==> config.mk <==
export PLATFORM = sky130hd
export DESIGN_NAME = sbus_frame_decoder
export DESIGN_NICKNAME = d
export VERILOG_FILES = /design/src/rtl/sfd_pkg.sv /design/src/rtl/sbus_frame_decoder.sv /design/src/rtl/sfd_frame_ram.sv /design/src/rtl/sfd_unpacker.sv
export VERILOG_INCLUDE_DIRS = /design/src /design/src/rtl
export SDC_FILE = /design/constraint.sdc
export NUM_CORES = 1
export LEC_CHECK = 0
export BUFFER_PORTS_ARGS = -buffer_cell sky130_fd_sc_hd__buf_2
export CAP_MARGIN = 20
export CORE_MARGIN = 4
export CORE_UTILIZATION = 50
export DETAILED_ROUTE_END_ITERATION = 10
export PLACE_DENSITY = 0.66
export SYNTH_ARGS = -nofsm -noshare
export SYNTH_HDL_FRONTEND = slang
export SYNTH_HIERARCHICAL = 1
export SYNTH_SLANG_ARGS = --single-unit
==> constraint.sdc <==
create_clock -name clock -period 4.6 [get_ports clock]
set_clock_uncertainty 0.1 [all_clocks]
set_input_delay 0.23 -clock clock [delete_from_list [all_inputs] [get_ports clock]]
set_output_delay 0.23 -clock clock [all_outputs]
set_load 0.03 [all_outputs]
==> src/rtl/sbus_frame_decoder_assert.svh <==
// Assertion macros used by the frame decoder unpacker.
`ifndef SBUS_FRAME_DECODER_ASSERT_SVH
`define SBUS_FRAME_DECODER_ASSERT_SVH

// Same-cycle implication, checked outside reset.
`define SFD_ASSERT_NOW(label, clk, rst, ante, cons, msg) \
   label: assert property (@(posedge clk) disable iff (rst) (ante) |-> (cons)) \
      else $error(msg);

// Next-cycle implication, checked outside reset.
`define SFD_ASSERT_NEXT(label, clk, rst, ante, cons, msg) \
   label: assert property (@(posedge clk) disable iff (rst) (ante) |=> (cons)) \
      else $error(msg);

`endif

==> src/rtl/sfd_pkg.sv <==
// Shared constants and interface types of the frame decoder.
package sfd_pkg;

   localparam int ADDR_W  = 5;
   localparam int BYTE_W  = 8;
   localparam int VALUE_W = 11;
   localparam int CH_W    = 4;
   localparam int FLAG_W  = 4;
   localparam int NBITS_W = 5;
   // accumulator holds fewer than 11 bits plus one byte
   localparam int ACC_W   = VALUE_W + BYTE_W;

   localparam int FRAME_DEPTH = 25;

   localparam logic [BYTE_W-1:0] START_BYTE         = 8'h0F;
   localparam logic [ADDR_W-1:0] FRAME_BYTES        = 5'd25;
   localparam logic [ADDR_W-1:0] LAST_POS           = 5'd24;
   localparam logic [ADDR_W-1:0] FLAG_ADDR          = 5'd23;
   localparam logic [ADDR_W-1:0] FIRST_PAYLOAD_ADDR = 5'd1;
   localparam logic [CH_W-1:0]   LAST_CH            = 4'd15;
   localparam logic [NBITS_W-1:0] VALUE_BITS        = 5'd11;
   localparam logic [NBITS_W-1:0] BYTE_BITS         = 5'd8;

   // flag byte bit positions
   localparam int FLAG_CH17     = 0;
   localparam int FLAG_CH18     = 1;
   localparam int FLAG_LOST     = 2;
   localparam int FLAG_FAILSAFE = 3;

   typedef struct packed {
      logic              wr_en;
      logic [ADDR_W-1:0] wr_addr;
      logic [BYTE_W-1:0] wr_data;
   } ram_wr_type;

   typedef struct packed {
      logic              rd_en;
      logic [ADDR_W-1:0] rd_addr;
   } ram_rd_type;

endpackage

==> src/rtl/sbus_frame_decoder.sv <==
// Serial receiver frame decoder: 25-byte frame in, 16 channel words out.
//
// Input channel (req_): one received serial byte per word. While waiting for
// a frame, any byte other than the start byte 0x0F is dropped. The start byte
// and the 24 bytes after it go into a 25-entry frame store; the end byte is
// not checked and there is no timeout between bytes.
// Result channel (rsp_): after the 25th byte, 16 words, channel 0 first, each
// with its 11-bit value and the four flags of byte 23; the last has
// rsp_last_of_frame set.
// Flow control: req_ready is high only while the unpacker is idle. After the
// closing byte the unpacker reads the flag byte, then reads the 22 payload
// bytes through its single read port into a bit accumulator and emits the 16
// words, and req_ready stays low until the last word is loaded. A stalled
// rsp_ready holds the output register and pauses the unpacker, which keeps
// req_ready low for as long as the stall lasts.
// Reset: synchronous, active high; clears the byte position and the unpacker
// state. The frame store is not cleared; every entry is written before use.
module sbus_frame_decoder (
   input  logic                            clock,
   input  logic                            reset,
   input  logic                            req_valid,
   output logic                            req_ready,
   input  logic [sfd_pkg::BYTE_W-1:0]      req_received_byte,
   output logic                            rsp_valid,
   input  logic                            rsp_ready,
   output logic [sfd_pkg::CH_W-1:0]        rsp_channel_index,
   output logic [sfd_pkg::VALUE_W-1:0]     rsp_channel_value,
   output logic                            rsp_digital_ch17,
   output logic                            rsp_digital_ch18,
   output logic                            rsp_signal_lost,
   output logic                            rsp_failsafe_active,
   output logic                            rsp_last_of_frame
);

   logic [sfd_pkg::ADDR_W-1:0]  pos_ff, pos_in;
   logic                        accept;
   logic                        start;
   logic                        busy;
   sfd_pkg::ram_wr_type         wr;
   sfd_pkg::ram_rd_type         rd;
   logic [sfd_pkg::BYTE_W-1:0]  rd_data;

   // hold off input words while a frame is being unpacked
   assign req_ready = !busy;
   assign accept    = req_valid && req_ready;

   // track the byte position and write frame bytes
   always_comb begin
      pos_in     = pos_ff;
      start      = 1'b0;
      wr.wr_en   = 1'b0;
      wr.wr_addr = pos_ff;
      wr.wr_data = req_received_byte;
      if (accept) begin
         if (pos_ff == '0) begin
            if (req_received_byte == sfd_pkg::START_BYTE) begin
               wr.wr_en = 1'b1;
               pos_in   = 5'd1;
            end
         end else if (pos_ff >= sfd_pkg::FRAME_BYTES) begin
            pos_in = '0;
         end else begin
            wr.wr_en = 1'b1;
            if (pos_ff == sfd_pkg::LAST_POS) begin
               pos_in = '0;
               start  = 1'b1;
            end else begin
               pos_in = pos_ff + 5'd1;
            end
         end
      end
   end

   always_ff @(posedge clock) begin
      if (reset) begin
         pos_ff <= '0;
      end else begin
         pos_ff <= pos_in;
      end
   end

   sfd_frame_ram u_ram (
      .clock   (clock),
      .wr      (wr),
      .rd      (rd),
      .rd_data (rd_data)
   );

   sfd_unpacker u_unpack (
      .clock               (clock),
      .reset               (reset),
      .start               (start),
      .busy                (busy),
      .rd                  (rd),
      .rd_data             (rd_data),
      .rsp_valid           (rsp_valid),
      .rsp_ready           (rsp_ready),
      .rsp_channel_index   (rsp_channel_index),
      .rsp_channel_value   (rsp_channel_value),
      .rsp_digital_ch17    (rsp_digital_ch17),
      .rsp_digital_ch18    (rsp_digital_ch18),
      .rsp_signal_lost     (rsp_signal_lost),
      .rsp_failsafe_active (rsp_failsafe_active),
      .rsp_last_of_frame   (rsp_last_of_frame)
   );

endmodule

==> src/rtl/sfd_frame_ram.sv <==
// Frame byte store: one write port, one read port with registered data.
module sfd_frame_ram (
   input  logic                         clock,
   input  sfd_pkg::ram_wr_type          wr,
   input  sfd_pkg::ram_rd_type          rd,
   output logic [sfd_pkg::BYTE_W-1:0]   rd_data
);

   logic [sfd_pkg::BYTE_W-1:0] store_ff [sfd_pkg::FRAME_DEPTH];
   logic [sfd_pkg::BYTE_W-1:0] rd_data_ff;

   // write one byte
   always_ff @(posedge clock) begin
      if (wr.wr_en) begin
         store_ff[wr.wr_addr] <= wr.wr_data;
      end
   end

   // read one byte, data valid the next cycle
   always_ff @(posedge clock) begin
      if (rd.rd_en) begin
         rd_data_ff <= store_ff[rd.rd_addr];
      end
   end

   assign rd_data = rd_data_ff;

endmodule

==> src/rtl/sfd_unpacker.sv <==
// Channel unpacker: streams payload bytes into a bit accumulator, emits 11-bit channel words.
`include "sbus_frame_decoder_assert.svh"

module sfd_unpacker (
   input  logic                            clock,
   input  logic                            reset,
   input  logic                            start,
   output logic                            busy,
   output sfd_pkg::ram_rd_type             rd,
   input  logic [sfd_pkg::BYTE_W-1:0]      rd_data,
   output logic                            rsp_valid,
   input  logic                            rsp_ready,
   output logic [sfd_pkg::CH_W-1:0]        rsp_channel_index,
   output logic [sfd_pkg::VALUE_W-1:0]     rsp_channel_value,
   output logic                            rsp_digital_ch17,
   output logic                            rsp_digital_ch18,
   output logic                            rsp_signal_lost,
   output logic                            rsp_failsafe_active,
   output logic                            rsp_last_of_frame
);

   typedef enum logic [3:0] {
      ST_IDLE = 4'b0001,
      ST_FLAG = 4'b0010,
      ST_LOAD = 4'b0100,
      ST_EMIT = 4'b1000
   } unpack_state_type;

   unpack_state_type                 state_ff, state_in;
   logic [sfd_pkg::ADDR_W-1:0]       addr_ff, addr_in;
   logic [sfd_pkg::ACC_W-1:0]        acc_ff, acc_in;
   logic [sfd_pkg::NBITS_W-1:0]      nbits_ff, nbits_in;
   logic [sfd_pkg::CH_W-1:0]         ch_ff, ch_in;
   logic [sfd_pkg::FLAG_W-1:0]       flags_ff, flags_in;
   logic                             out_valid_ff, out_valid_in;
   logic [sfd_pkg::CH_W-1:0]         out_ch_ff;
   logic [sfd_pkg::VALUE_W-1:0]      out_value_ff;
   logic [sfd_pkg::FLAG_W-1:0]       out_flags_ff;
   logic                             out_last_ff;
   logic                             out_free;
   logic                             out_load;
   logic [sfd_pkg::NBITS_W-1:0]      nbits_left;

   assign out_free   = !out_valid_ff || rsp_ready;
   assign nbits_left = nbits_ff - sfd_pkg::VALUE_BITS;

   // sequence reads, accumulate bits, emit channel words
   always_comb begin
      state_in   = state_ff;
      addr_in    = addr_ff;
      acc_in     = acc_ff;
      nbits_in   = nbits_ff;
      ch_in      = ch_ff;
      flags_in   = flags_ff;
      rd.rd_en   = 1'b0;
      rd.rd_addr = addr_ff;
      out_load   = 1'b0;
      case (state_ff)
         ST_IDLE: begin
            if (start) begin
               rd.rd_en   = 1'b1;
               rd.rd_addr = sfd_pkg::FLAG_ADDR;
               state_in   = ST_FLAG;
            end
         end
         ST_FLAG: begin
            flags_in   = rd_data[sfd_pkg::FLAG_W-1:0];
            rd.rd_en   = 1'b1;
            rd.rd_addr = sfd_pkg::FIRST_PAYLOAD_ADDR;
            addr_in    = sfd_pkg::FIRST_PAYLOAD_ADDR + 5'd1;
            acc_in     = '0;
            nbits_in   = '0;
            ch_in      = '0;
            state_in   = ST_LOAD;
         end
         ST_LOAD: begin
            acc_in   = acc_ff | ({{sfd_pkg::VALUE_W{1'b0}}, rd_data} << nbits_ff);
            nbits_in = nbits_ff + sfd_pkg::BYTE_BITS;
            if (nbits_ff + sfd_pkg::BYTE_BITS >= sfd_pkg::VALUE_BITS) begin
               state_in = ST_EMIT;
            end else begin
               rd.rd_en = 1'b1;
               addr_in  = addr_ff + 5'd1;
            end
         end
         ST_EMIT: begin
            if (out_free) begin
               out_load = 1'b1;
               acc_in   = acc_ff >> sfd_pkg::VALUE_W;
               nbits_in = nbits_left;
               ch_in    = ch_ff + 4'd1;
               if (ch_ff == sfd_pkg::LAST_CH) begin
                  state_in = ST_IDLE;
               end else if (nbits_left < sfd_pkg::VALUE_BITS) begin
                  rd.rd_en = 1'b1;
                  addr_in  = addr_ff + 5'd1;
                  state_in = ST_LOAD;
               end
            end
         end
         default: begin
            state_in = ST_IDLE;
         end
      endcase
   end

   // output register: load on emit, drop when taken
   always_comb begin
      if (out_load) begin
         out_valid_in = 1'b1;
      end else if (rsp_ready) begin
         out_valid_in = 1'b0;
      end else begin
         out_valid_in = out_valid_ff;
      end
   end

   // control state
   always_ff @(posedge clock) begin
      if (reset) begin
         state_ff     <= ST_IDLE;
         out_valid_ff <= 1'b0;
      end else begin
         state_ff     <= state_in;
         out_valid_ff <= out_valid_in;
      end
   end

   // datapath registers
   always_ff @(posedge clock) begin
      addr_ff  <= addr_in;
      acc_ff   <= acc_in;
      nbits_ff <= nbits_in;
      ch_ff    <= ch_in;
      flags_ff <= flags_in;
      if (out_load) begin
         out_ch_ff    <= ch_ff;
         out_value_ff <= acc_ff[sfd_pkg::VALUE_W-1:0];
         out_flags_ff <= flags_ff;
         out_last_ff  <= (ch_ff == sfd_pkg::LAST_CH);
      end
   end

   assign busy                = (state_ff != ST_IDLE);
   assign rsp_valid           = out_valid_ff;
   assign rsp_channel_index   = out_ch_ff;
   assign rsp_channel_value   = out_value_ff;
   assign rsp_digital_ch17    = out_flags_ff[sfd_pkg::FLAG_CH17];
   assign rsp_digital_ch18    = out_flags_ff[sfd_pkg::FLAG_CH18];
   assign rsp_signal_lost     = out_flags_ff[sfd_pkg::FLAG_LOST];
   assign rsp_failsafe_active = out_flags_ff[sfd_pkg::FLAG_FAILSAFE];
   assign rsp_last_of_frame   = out_last_ff;

   // a decode starts only from idle
   `SFD_ASSERT_NOW(a_start_idle, clock, reset, start, state_ff == ST_IDLE, "start while busy")
   // read data consumed in LOAD was requested the cycle before
   `SFD_ASSERT_NOW(a_load_read, clock, reset, state_ff == ST_LOAD, $past(rd.rd_en),
                   "no read pending")
   // emitting needs a full channel word in the accumulator
   `SFD_ASSERT_NOW(a_emit_bits, clock, reset, state_ff == ST_EMIT,
                   nbits_ff >= sfd_pkg::VALUE_BITS, "short accumulator")
   // reads never run past the payload into the flag byte
   `SFD_ASSERT_NOW(a_rd_range, clock, reset, rd.rd_en && state_ff != ST_IDLE,
                   rd.rd_addr < sfd_pkg::FLAG_ADDR, "payload read out of range")

endmodule

# Word level (Yosys, flattened, before mapping)
# Memories as Yosys holds them, arrays and structs flattened. A register that Yosys moved wholly into a read port is not among the register bits.
# Index checks and enable logic that the tools add are counted.
# Widths: inputs -> output; s select.
[totals] inputBits=12 regBits=67 word_cells=94 mem_count=1 ramBits=200 out_inout_bits=22
[mem_list] memory="u_ram.store_ff" depth=25 width=8 rd=1 rd_ports_with_merged_regs=1 write_ports=1 line_no="sfd_frame_ram.sv:9" rtl="logic [sfd_pkg::BYTE_W-1:0] store_ff [sfd_pkg::FRAME_DEPTH];"
[classes] magnitude_cmp=3 n_eq_ne=16 bitwise_logic=1 n_reduce_logical=13 muxes=42 addsub=5 n_shift=1
[op_table] operator="$pmux 19 s3" n=1
[op_table] operator="$mux 5" n=9
[op_table] operator="$pmux 5 s3" n=2
[op_table] operator="$mux 4" n=6
[op_table] operator="$mux 19" n=1
[op_table] operator="$or 19x19->19" n=1
[op_table] operator="$shl 8x5->19" n=1
[op_table] operator="$mux 1" n=18
[op_table] operator="$pmux 4 s4" n=1
[op_table] operator="$add 5x1->5 const B" n=2
[op_table] operator="$pmux 5 s2" n=1
[op_table] operator="$eq 4x4->1 const B" n=2
[op_table] operator="$eq 8x4->1 const B" n=1
[op_table] operator="$ne 2x1->1 const B" n=4
[op_table] operator="$pmux 4 s2" n=1
[op_table] operator="$mux 6" n=1
[op_table] operator="$ne 2x2->1 const B" n=3
[op_table] operator="$reduce_and 2->1" n=3
[op_table] operator="$add 5x4->5 const B" n=1
[op_table] operator="$eq 5x5->1 const B" n=1
[op_table] operator="$ge 5x4->1 const B" n=1
[op_table] operator="$ge 5x5->1 const B" n=1
[op_table] operator="$logic_not 5->1" n=1
[op_table] operator="$lt 5x4->1 const B" n=1
[op_table] operator="15 further kinds" n=17

# Longest topological paths before layout
# Gate-level depths: netlist (run 1).
[depth] depth_word=7 ltp_mapped=16 ltp_nobuf=13

# Cells and area by module
# The synthesis (run 1) kept the hierarchy.
[modules_own_cells] module="sfd_frame_ram" cells_per_inst=456 seq_area_each_um2=6246.0 area_each_um2=8156.6 instances=1
[modules_own_cells] module="sfd_unpacker" cells_per_inst=257 seq_area_each_um2=1811.7 area_each_um2=3047.9 instances=1
[modules_own_cells] module="sbus_frame_decoder" cells_per_inst=59 seq_area_each_um2=100.1 area_each_um2=439.2 instances=1

# Worst setup path before layout (run 1)
# Ideal clock, no wire load.
[synth_timing] kind="reg2reg" start="register u_unpack.state_ff[0]" end="register u_ram.rd_data_ff (netlist bit u_ram/rd_data[1]), read port of u_ram.store_ff (data pin)" stages_incl_launch_ff=15 path_buffers=3 required_time_ns=4.226 setup_slack_ns=1.223 synth_period_minus_slack_ns=3.377 setup_time_ns=0.274 arrival_time_ns=3.002 cell_sequence="dfxtp_1 nor4b_1 inv_2 nor2b_1 clkbuf_1 nand2_1 nor2_1 and2_1 nor2_1 nor2_1 buf_2 buf_2 mux4_2 a2111oi_1 a31oi_1"
[synth_lines] item="start, declared" line_no="sfd_unpacker.sv:29" rtl="unpack_state_type state_ff, state_in;"
[synth_lines] item="start signal, assigned" line_no="sfd_unpacker.sv:124" rtl="state_ff <= state_in;"
[synth_lines] item="end, declared" line_no="sfd_frame_ram.sv:10" rtl="logic [sfd_pkg::BYTE_W-1:0] rd_data_ff;"

==> results of run 1 <==
sequential cells by signal, indices dropped and copies added, names as in the netlist, 4 cells and up:
name	cells
pos_ff	5
u_ram/rd_data	8
u_ram/store_ff	200
u_unpack/acc_ff	19
u_unpack/addr_ff	5
u_unpack/ch_ff	4
u_unpack/flags_ff	4
u_unpack/nbits_ff	5
u_unpack/out_flags_ff	4
u_unpack/rsp_channel_index	4
u_unpack/rsp_channel_value	11
u_unpack/state_ff	4
path summary, 6_finish.rpt:
path / startpoint / cells after the start / to
hold / removal: req_valid / 4 / pos_ff[1]
setup reg to reg: pos_ff[1] / 14 / u_ram/rd_data[7]
setup / recovery: pos_ff[1] / 14 / u_ram/rd_data[7]
hold reg to reg: u_unpack/flags_ff[1] / 0 / u_unpack/out_flags_ff[1]
per-stage QoR:
step                      area [um^2]  power, W
after floorplan                 11600   0.00283
after global placement          12100   0.00288
after detailed placement        12100   0.00289
after CTS                       13100   0.00516
after global routing            13100   0.00528
final                           13100   0.00512
area by class of cell:
| class | instances | area share [%] |
|---|---|---|
| flip-flops and latches | 275 | 62.2 |
| multi-input cells | 446 | 24.6 |
| clock buffers | 41 | 6.11 |
| well taps | 313 | 2.99 |
| repair buffers | 54 | 2.69 |
| clock inverters | 13 | 1.09 |
| inverters | 10 | 0.286 |
power by group through the flow:
| stage | sequential (W) | clock (W) | combinational, W |
|---|---|---|---|
| 6_report | 0.00274 | 0.00229 | 0.0000913 |
| 5_1_grt | 0.00274 | 0.00244 | 0.0000999 |
| 4_1_cts | 0.00274 | 0.00233 | 0.0000927 |
| 3_5_place_dp | 0.00280 | 0 | 0.0000909 |
| 3_3_place_gp | 0.00280 | 0 | 0.0000875 |
| 2_1_floorplan | 0.00279 | 0 | 0.0000392 |
worst reg2reg max path: stages (launching register included):
cell and delay, ps:
dfxtp_1 460, inv_1 120, ha_1 180, or4_1 390, nand3_1 220, nand2_1 130
nor2_1 230, nand2_1 100, nand2_1 120, or2_4 320, buf_12 280, mux2i_1 430
a22oi_1 150, a32oi_1 250, nand3_1 110
cell usage in the layout (no fill, tap or decap), types with 4 or more instances in the layout:
master,synthesis,routed
mux2_2,6,6
mux2i_1,86,86
nand3_1,30,30
xnor2_1,5,5
nor2b_1,15,15
buf_2,12,33
dfxtp_1,10,10
nor4b_1,5,5
a22oi_1,31,31
o22ai_1,4,4
mux4_2,11,11
edfxtp_1,265,265
and2_1,6,6
a221oi_1,10,10
clkbuf_16,0,29
inv_1,9,9
clkbuf_1,14,9
a31oi_1,4,4
or3b_2,4,4
nor3_1,8,8
ha_1,7,7
clkinv_2,0,8
xor2_1,4,4
nand3b_1,6,6
nand2_1,34,34
buf_4,10,17
nor2_2,4,5
o21ai_1,4,4
nor2_1,69,68
o21ai_0,16,16
a32oi_1,6,6
nand2b_1,5,5
a21oi_1,25,25
per-layer routing:
metal  vias up  part of all wire (%)
li1       3096                     -
met1      3414                    42
met2       231                    50
met3        52                   5.2
met4         0                   2.9
met5         -                     0
synth_stat cells (11+ instances only):
cell	count	area, um^2
nand3_1	30	150
mux4_2	11	248
nand2_1	34	128
a22oi_1	31	233
nor2_1	69	259
mux2i_1	86	861
clkbuf_1	14	52.6
o21ai_0	16	80.1
buf_2	12	60.1
a21oi_1	25	125
edfxtp_1	265	7960
nor2b_1	15	93.8
logic make-up (layout without fill, tap and decap cells):
logic type | count (synthesis) | after routing | synth area share (%)
AND/OR/NAND/NOR | 205 | 205 | 8.89
XOR/XNOR | 9 | 9 | 0.677
AO/OA/AOI/OAI | 121 | 121 | 7.10
multiplexers | 104 | 104 | 10.2
buffers and inverters | 51 | 118 | 2.29
adder cells (fa/ha/maj) | 7 | 7 | 0.752
flip-flops | 275 | 275 | 70.1
==> impl_metrics.ini, run 1 <==
[outcome]
outcome = finished, final reports clean

[synth]
synth_warnings = 6
async_flop_share_pct = 0
syn_nets = 791
yosys.cell_types.count = 59
synth-edff-count = 265
synth_seq_cells = 275
synthesis.area_per_instance_um2 = 15.1
synth_area_um2 = 11600
synth_top_flop_cell = edfxtp_1
seq_area_frac_synth_pct = 70.1
cells_after_synth = 772

[critical_path]
cp_common_cell = nand2_1
critical-path-max-stage-delay_ps = 460
cpLargestDelayFamily = simple AND/OR/NAND/NOR gates
worstPathRequired_ps = 4780
setup.worst_path.start_class = flip-flop
worst-path-buf-inv = 2
worst-setup-path-type = reg2reg
ordered_list_of_cells_on_the_worst_path = inv_1 -> ha_1 -> or4_1 -> nand3_1 -> nand2_1 -> nor2_1 -> nand2_1 -> nand2_1 -> or2_4 -> buf_12 -> mux2i_1 -> a22oi_1 -> a32oi_1 -> nand3_1
kind_of_capture_point_of_the_worst_setup_path = flip-flop
critical-path-slowest-cell = dfxtp_1
critPathMaxFanout = 29
crit_arrival_ps = 4030
reg2reg_slack_ps = 750

[cts]
cts.path.max_buffers = 3
cts-buffers-inserted = 29
clock_tree_from_tritoncts = yes
cts_hold_repair.buffers = 2
tritoncts_num_sinks = 275
clkTransAtPathRegs_ps = 60
cts_setup_buffers = 0
clk_root_buffer_cell = clkbuf_16
htree_num_levels = 1
cts-resized-gates = 0
clock_insertion_delay_worst_skew_ps = 540

[power]
sequential_share_of_power_pct = 53.6
total_switching_power_w = 0.000982
cell_internal_pwr_w = 0.00414
sw_frac_of_total_pct = 19.2
combinationalPowerShare_pct = 1.8
powerDensity_nw_per_um2 = 391
peakVddDrop_uv = 313
power.leakage_nw = 4.15
clock_power_share_pct = 44.6

[finish]
final_std_cells_w_o_fill = 1152
finish.net_count = 835
syn_to_final_growth_pct = 12.6
diodes = 0
register_area_um2 = 8160
finalCoreUtilization_pct = 57.5
nFillCells = 1784
multiInputGateArea_um2 = 3220
drive_above_1_share_pct = 15.5

[placed_design]
dp_worst_setup_slack_ps = 777
place_hpwl_mm = 17.3
gp_congestion = 0.865
dp_cells = 1096
number_of_port_buffers = 33

[sta]
finalCritPeriodShare_pct = 83.7
slew-limit-headroom_pct = 33.8
maxSlewViolCount = 0
rsz_0062_raised_after_global_routing = false
max_freq_mhz = 260
timing.final.ws_setup_ps = 751
hold_ws_ps = 65.9
finalHoldViolations = 0
worst_pin_slew_ps = 989
setup_violations = 0
fin_tns_setup_ps = 0
post-route-min-period_ps = 3850

[die]
core_area_um2 = 22800
chipWidth_um = 161
die_area_um2 = 25800
top_level_ports = 34
floorplan.initialDensity_pct = 51.1
row_cnt = 55
die_y_um = 161

[flow_run]
max_cap_viols = 0

[global_route]
antenna_found_initial = 0
first_global_vias = 6701
globalRoute.busiestLayer = met2
grt_max_degree = 46
grtUsageMet3_pct = 2.93
grt_use_met1_pct = 26.4
grt.total_usage_pct = 19.5
grt.overflow.total = 0
grt_pass1_wl_mm = 39.3
global_route.usage.met2_pct = 33.2

[routing]
antenna_left = 0
wirelength_mm = 25.2
detailedRoute.firstIterationViolations = 545
detail_route.vias_per_cell = 5.90
drc = 0
drt-pass1-iter-count = 5
wl_per_cell_um = 21.9
routed-via-count = 6793

[min_path]
hold_class = in2reg
No activity file was read; power rests on OpenSTA's default activity.
==> run 2: changes to the inputs <==
- ABC_AREA: unset -> 1
- PLACE_DENSITY: 0.66 -> 0.69
- clock period: 4.6 -> 3.2 ns (I/O delays scaled with it)
==> impl_metrics.ini, run 2 <==
[outcome]
outcome = finished, final reports clean

[critical_path]
critPathMaxFanout = 13
worst_r2r_endpoint = u_ram/rd_data[7]
worst-setup-path-type = reg2reg
reg2reg_slack_ps = 230
ordered_list_of_cells_on_the_worst_path = inv_1 -> ha_1 -> inv_1 -> nor2_4 -> nand2_1 -> nor2_1 -> inv_1 -> nand4_1 -> buf_4 -> buf_4 -> a21oi_1 -> inv_1 -> buf_4 -> or2_2 -> nand3_1 -> nand2_1
setup.worst_path.start_class = flip-flop
critical_path.reg2reg.startpoint = pos_ff[0]
worstPathRequired_ps = 3380
kind_of_capture_point_of_the_worst_setup_path = flip-flop
reg2regPathDepth = 16
critical-path-slowest-cell = dfxtp_1
cp_common_cell = inv_1
critical-path-max-stage-delay_ps = 360
crit_arrival_ps = 3150

[cts]
clock_tree_from_tritoncts = yes
tritoncts_num_sinks = 275
clk_root_buffer_cell = clkbuf_16
htree_num_levels = 1
cts-buffers-inserted = 28
clkTransAtPathRegs_ps = 60
clock_insertion_delay_worst_skew_ps = 530
cts.path.max_buffers = 3

[finish]
drive_above_1_share_pct = 12.7
largest-register = u_ram/store_ff
syn_to_final_growth_pct = 14.7
finish.net_count = 1363
largest_register_ff_count = 200
mostFrequentLayoutCell = nand2_1
layout_common_cells = nand2_1, edfxtp_1, nand3_1
diodes = 0
nFillCells = 2037

[global_route]
antenna_found_initial = 0
grt.total_usage_pct = 20.4
grt_max_degree = 63
grt.overflow.total = 0
first_global_vias = 8350
grt_pass1_wl_mm = 45.3

[synth]
synth_top_flop_cell = edfxtp_1
synth_area_um2 = 12500
netlist.top_cell.by_area = edfxtp_1
synth_warnings = 6
cells_after_synth = 1265
async_flop_share_pct = 0
synthesis.area_per_instance_um2 = 9.88
synth.area.top_cells = edfxtp_1, nand2_1, nand3_1
synth_seq_cells = 275
leading_cell_type_by_number_of_instances_after_synthesis = nand2_1
seq_area_frac_synth_pct = 65.3
syn_nets = 1284
synth_commonest_cells = nand2_1, edfxtp_1, nand3_1, inv_1, nor2_1
yosys.cell_types.count = 35
area_share_of_the_leading_cell_type_in_the_synthesized_netlist_pct = 63.7
synth-edff-count = 265

[power]
clock_power_share_pct = 36.0
cell_internal_pwr_w = 0.00658
power.leakage_nw = 6.05
peakVddDrop_uv = 462
sequential_share_of_power_pct = 45.7
sw_frac_of_total_pct = 27.8
total_switching_power_w = 0.00253
powerDensity_nw_per_um2 = 636
combinationalPowerShare_pct = 18.3

[sta]
worst_pin_slew_ps = 646
timing.final.ws_setup_ps = 235
maxSlewViolCount = 0
slew-limit-headroom_pct = 56.9
finalCritPeriodShare_pct = 92.7
finalHoldViolations = 0
post-route-min-period_ps = 2970
setup_violations = 0
fin_tns_setup_ps = 0
max_freq_mhz = 337

[min_path]
timing.hold.worst_endpoint = u_ram/store_ff[6][2]
worstHoldStart = req_received_byte[2]
hold_class = in2reg
worstHoldPathCells = 2

[die]
top_level_ports = 34
die_area_um2 = 27600
chipWidth_um = 166
core_area_um2 = 24500
die_y_um = 166
floorplan.initialDensity_pct = 51.1
row_cnt = 57

[routing]
antenna_left = 0
wirelength_mm = 28.9
detail_route.vias_per_cell = 5.29
routed-via-count = 8929
wl_per_cell_um = 17.1
drc = 0
detailedRoute.firstIterationViolations = 889
drt-pass1-iter-count = 5

[placed_design]
dp_worst_setup_slack_ps = 3.11
place_hpwl_mm = 18.3
number_of_port_buffers = 33
gp_congestion = 0.862

[flow_run]
max_cap_viols = 0
run 2: cell types whose count changed after synthesis, sizes merged, moves of 13 or more:
| cell | delta |
|---|---|
| nand2 | +342 |
| inv | +180 |
| nand3 | +172 |
| mux2i | -86 |
| a22oi | -31 |
| nor2b | -15 |
| nor2 | +13 |
| or2 | +13 |
run 2: cells by family after synthesis:
group,count (synthesis),share of synthesized area [%]
AOI/OAI and AO/OA,52,2.33
xor gates and xnor gates,1,0.0701
adders and majority gates,7,0.701
and+or+nand+nor,690,23.7
DFF,275,65.3
buffers and inverters,240,7.95
run 2: worst max-delay path by stage:
stage                                       end  slack (ps)                  from
after floorplan           u_ram/store_ff[24][0]         370  u_unpack/state_ff[2]
after global placement         u_ram/rd_data[4]         110  u_unpack/state_ff[2]
after detailed placement       u_ram/rd_data[4]           3  u_unpack/state_ff[2]
after CTS                      u_ram/rd_data[7]          50  u_unpack/state_ff[2]
after global routing           u_ram/rd_data[5]         -40  u_unpack/state_ff[3]
final                          u_ram/rd_data[7]         230             pos_ff[0]
run 2: final cells by class:
cell class              count  area [um^2]  area share [%]
flip-flops and latches    275         8160            56.9
multi-input cells         750         3390            23.6
clock buffers              33          741            5.17
repair buffers             97          734            5.12
inverters                 192          721            5.03
well taps                 324          405            2.83
clock inverters            18          188            1.31
run 2: power by group through the flow:
stage | clock network [W] | registers, W | logic [W]
after floorplan | 0 | 0.00421 | 0.00107
after global placement | 0 | 0.00424 | 0.00148
after detailed placement | 0 | 0.00424 | 0.00150
after CTS | 0.00335 | 0.00417 | 0.00155
after global routing | 0.00350 | 0.00418 | 0.00184
final | 0.00328 | 0.00417 | 0.00167
run 2: per-layer routing:
layer / vias to the layer above / global-route usage [%] / part of all wire, %
met4: 0 / 5.99 / 2.8
met5: - / 0 / 0
met2: 373 / 33.1 / 47
met1: 4196 / 29.0 / 43
li1: 4307 / - / -
met3: 53 / 2.81 / 7.5
run 2: repair_timing:
item / in CTS / in global routing
gates cloned: 0 / 1
endpoints found under the hold margin: 10 / 0
hold buffers: 3 / 0
setup endpoints to repair: 5 / 8
gates resized for setup: 0 / 10
buffers inserted: 2 / 4
pin swaps: 1 / 4
run 2: worst max-delay path, delay by kind of cell (launching register included):
family | cells | cell delay, ps
buffers and inverters | 7 | 880
AND/OR/NAND/NOR | 7 | 880
flip-flops | 1 | 360
AO/OA/AOI/OAI | 1 | 280
adder cells (fa/ha/maj) | 1 | 210
run 2: through the flow:
step	utilization (%)	hold WS [ps]	power [W]	area, um^2	cells
after floorplan	-	129	0.00528	12500	1265
after detailed placement	54.2	309	0.00575	13300	1628
after global routing	58.6	60.0	0.00952	14300	1689
after global placement	54.2	303	0.00572	13300	1628
after CTS	58.2	39.5	0.00906	14200	1684
final	58.6	67.4	0.00911	14300	1689
==> run 3: changes to the inputs <==
- CELL_PAD_IN_SITES_DETAIL_PLACEMENT: unset -> 0
- CELL_PAD_IN_SITES_GLOBAL_PLACEMENT: unset -> 1
- CORE_MARGIN: 4 -> 1
- CORE_UTILIZATION: 50 -> 45
- CTS_CLUSTER_SIZE: unset -> 16
- PLACE_DENSITY: 0.69 -> unset
- PLACE_DENSITY_LB_ADDON: unset -> 0.1
==> impl_metrics.ini, run 3 (synthesis gave the netlist of run 2 again) <==
[flow_run]
max_cap_viols = 0

[placed_design]
gp_congestion = 0.854
place_hpwl_mm = 19.7
number_of_port_buffers = 33

[finish]
finalCoreUtilization_pct = 53.3
drive_above_1_share_pct = 12.9
multiInputGateArea_um2 = 3390
largest_register_ff_count = 200
syn_to_final_growth_pct = 15.6
nFillCells = 2472
layout_common_cells = nand2_1, edfxtp_1, nand3_1
largest-register = u_ram/store_ff
finish.net_count = 1364
mostFrequentLayoutCell = nand2_1
register_area_um2 = 8160

[sta]
fin_tns_setup_ps = 0
finalHoldViolations = 0
rsz_0062_raised_after_global_routing = false
maxSlewViolCount = 0
worst_pin_slew_ps = 652
setup_violations = 0
post-route-min-period_ps = 2970
slew-limit-headroom_pct = 56.5
max_freq_mhz = 337
finalCritPeriodShare_pct = 92.8

[critical_path]
setup.worst_path.start_class = flip-flop
worst-setup-path-type = reg2reg
critPathMaxFanout = 35
crit_arrival_ps = 3180
critical_path.reg2reg.startpoint = pos_ff[0]
kind_of_capture_point_of_the_worst_setup_path = flip-flop
reg2reg_slack_ps = 230
worst_r2r_endpoint = u_ram/rd_data[7]
reg2regPathDepth = 19
worstPathRequired_ps = 3410

[min_path]
timing.hold.worst_endpoint = u_ram/store_ff[14][1]
worstHoldPathCells = 2
hold_class = in2reg
worstHoldStart = req_received_byte[1]

[global_route]
grt_max_degree = 71
grt_pass1_wl_mm = 47.9
grt.overflow.total = 0
antenna_found_initial = 1
first_global_vias = 8172
grt.total_usage_pct = 22.2

[routing]
detail_route.vias_per_cell = 5.02
wl_per_cell_um = 17.9
drt-pass1-iter-count = 5
antenna_left = 0
wirelength_mm = 31.2
routed-via-count = 8745
detailedRoute.firstIterationViolations = 718
drc = 0

[power]
power.leakage_nw = 6.06
peakVddDrop_uv = 449
powerDensity_nw_per_um2 = 633

[die]
top_level_ports = 34
floorplan.initialDensity_pct = 46.1
row_cnt = 60
die_y_um = 169
core_area_um2 = 27100
chipWidth_um = 169
die_area_um2 = 28400

[cts]
clock_insertion_delay_worst_skew_ps = 550
cts.path.max_buffers = 3
htree_num_levels = 1
clock_tree_from_tritoncts = yes
cts-buffers-inserted = 30
tritoncts_num_sinks = 275
clk_root_buffer_cell = clkbuf_16
clkTransAtPathRegs_ps = 60

[outcome]
outcome = finished, final reports clean
[run 3: changes by cell type in the layout (fill, tap and decap cells not counted), sizes merged]
cell      change
buf           -1
bufinv        -2
clkbuf        +3
clkinv        +3
clkinvlp      +1
diode         +1
inv           -1
[run 3: area by class of cell]
| type | instances | area share, % |
|---|---|---|
| Tap cell | 372 | 3.22 |
| Timing Repair Buffer | 96 | 5.35 |
| Antenna cell | 1 | 0.0173 |
| Inverter | 192 | 5.01 |
| Sequential cell | 275 | 56.5 |
| Multi-Input combinational cell | 750 | 23.5 |
| Clock buffer | 36 | 5.50 |
| Clock inverter | 19 | 0.979 |
[run 3: worst max-delay path, stage by stage, from the launching register on]
cell	delay, ps
dfxtp_1	360
inv_1	90
ha_1	210
inv_1	90
nor2_4	50
nand2_2	100
nor2_1	60
inv_1	70
nand4_1	140
nand2_2	140
nand2_4	100
buf_4	180
clkbuf_16	220
or2_2	310
nand3_1	110
nand3_1	120
nand2_1	100
nand2_1	50
nand3_1	80
nand2_1	50
[run 3: per-layer routing]
layer  wire length [um]  vias to the layer above  GRT usage, %
met5                  0                        -             0
met4                584                        0          5.73
met3               1870                       42          2.88
met2              13800                      266          33.9
met1              14900                     4120          33.6
li1                   -                     4317             -
[run 3: worst max-delay path by stage]
stage	start	slack, ps	to
floorplan	u_unpack/state_ff[2]	370	u_ram/store_ff[24][0]
global placement	u_unpack/state_ff[2]	90	u_ram/rd_data[4]
detailed placement	u_unpack/state_ff[2]	70	u_ram/rd_data[4]
CTS	u_unpack/state_ff[2]	30	u_ram/rd_data[4]
global route	u_unpack/state_ff[2]	10	u_ram/rd_data[6]
finish	pos_ff[0]	230	u_ram/rd_data[7]
[run 3: timing repair]
action | 4_1_cts | 5_1_grt
hold buffers | 3 | 0
buffers inserted | 0 | 3
endpoints found under the setup margin | 0 | 8
gates resized for setup | 0 | 13
hold endpoints to repair | 10 | 0
[run 3: report_power, final]
part           total [W]  switching (W)  internal (W)
combinational    0.00167        0.00113      0.000532
sequential       0.00418       0.000109       0.00407
clock            0.00329        0.00138       0.00191
total            0.00914        0.00262       0.00652
[run 3: metrics by stage]
step	instances	setup slack (ps)	power (W)	hold WS (ps)	cell area, um^2
floorplan	1265	365	0.00528	129	12500
global placement	1678	85.7	0.00586	331	13400
detailed placement	1678	66.3	0.00585	335	13400
CTS	1736	32.1	0.00914	33.5	14300
global route	1740	12.8	0.00955	52.0	14400
finish	1741	231	0.00914	61.9	14400
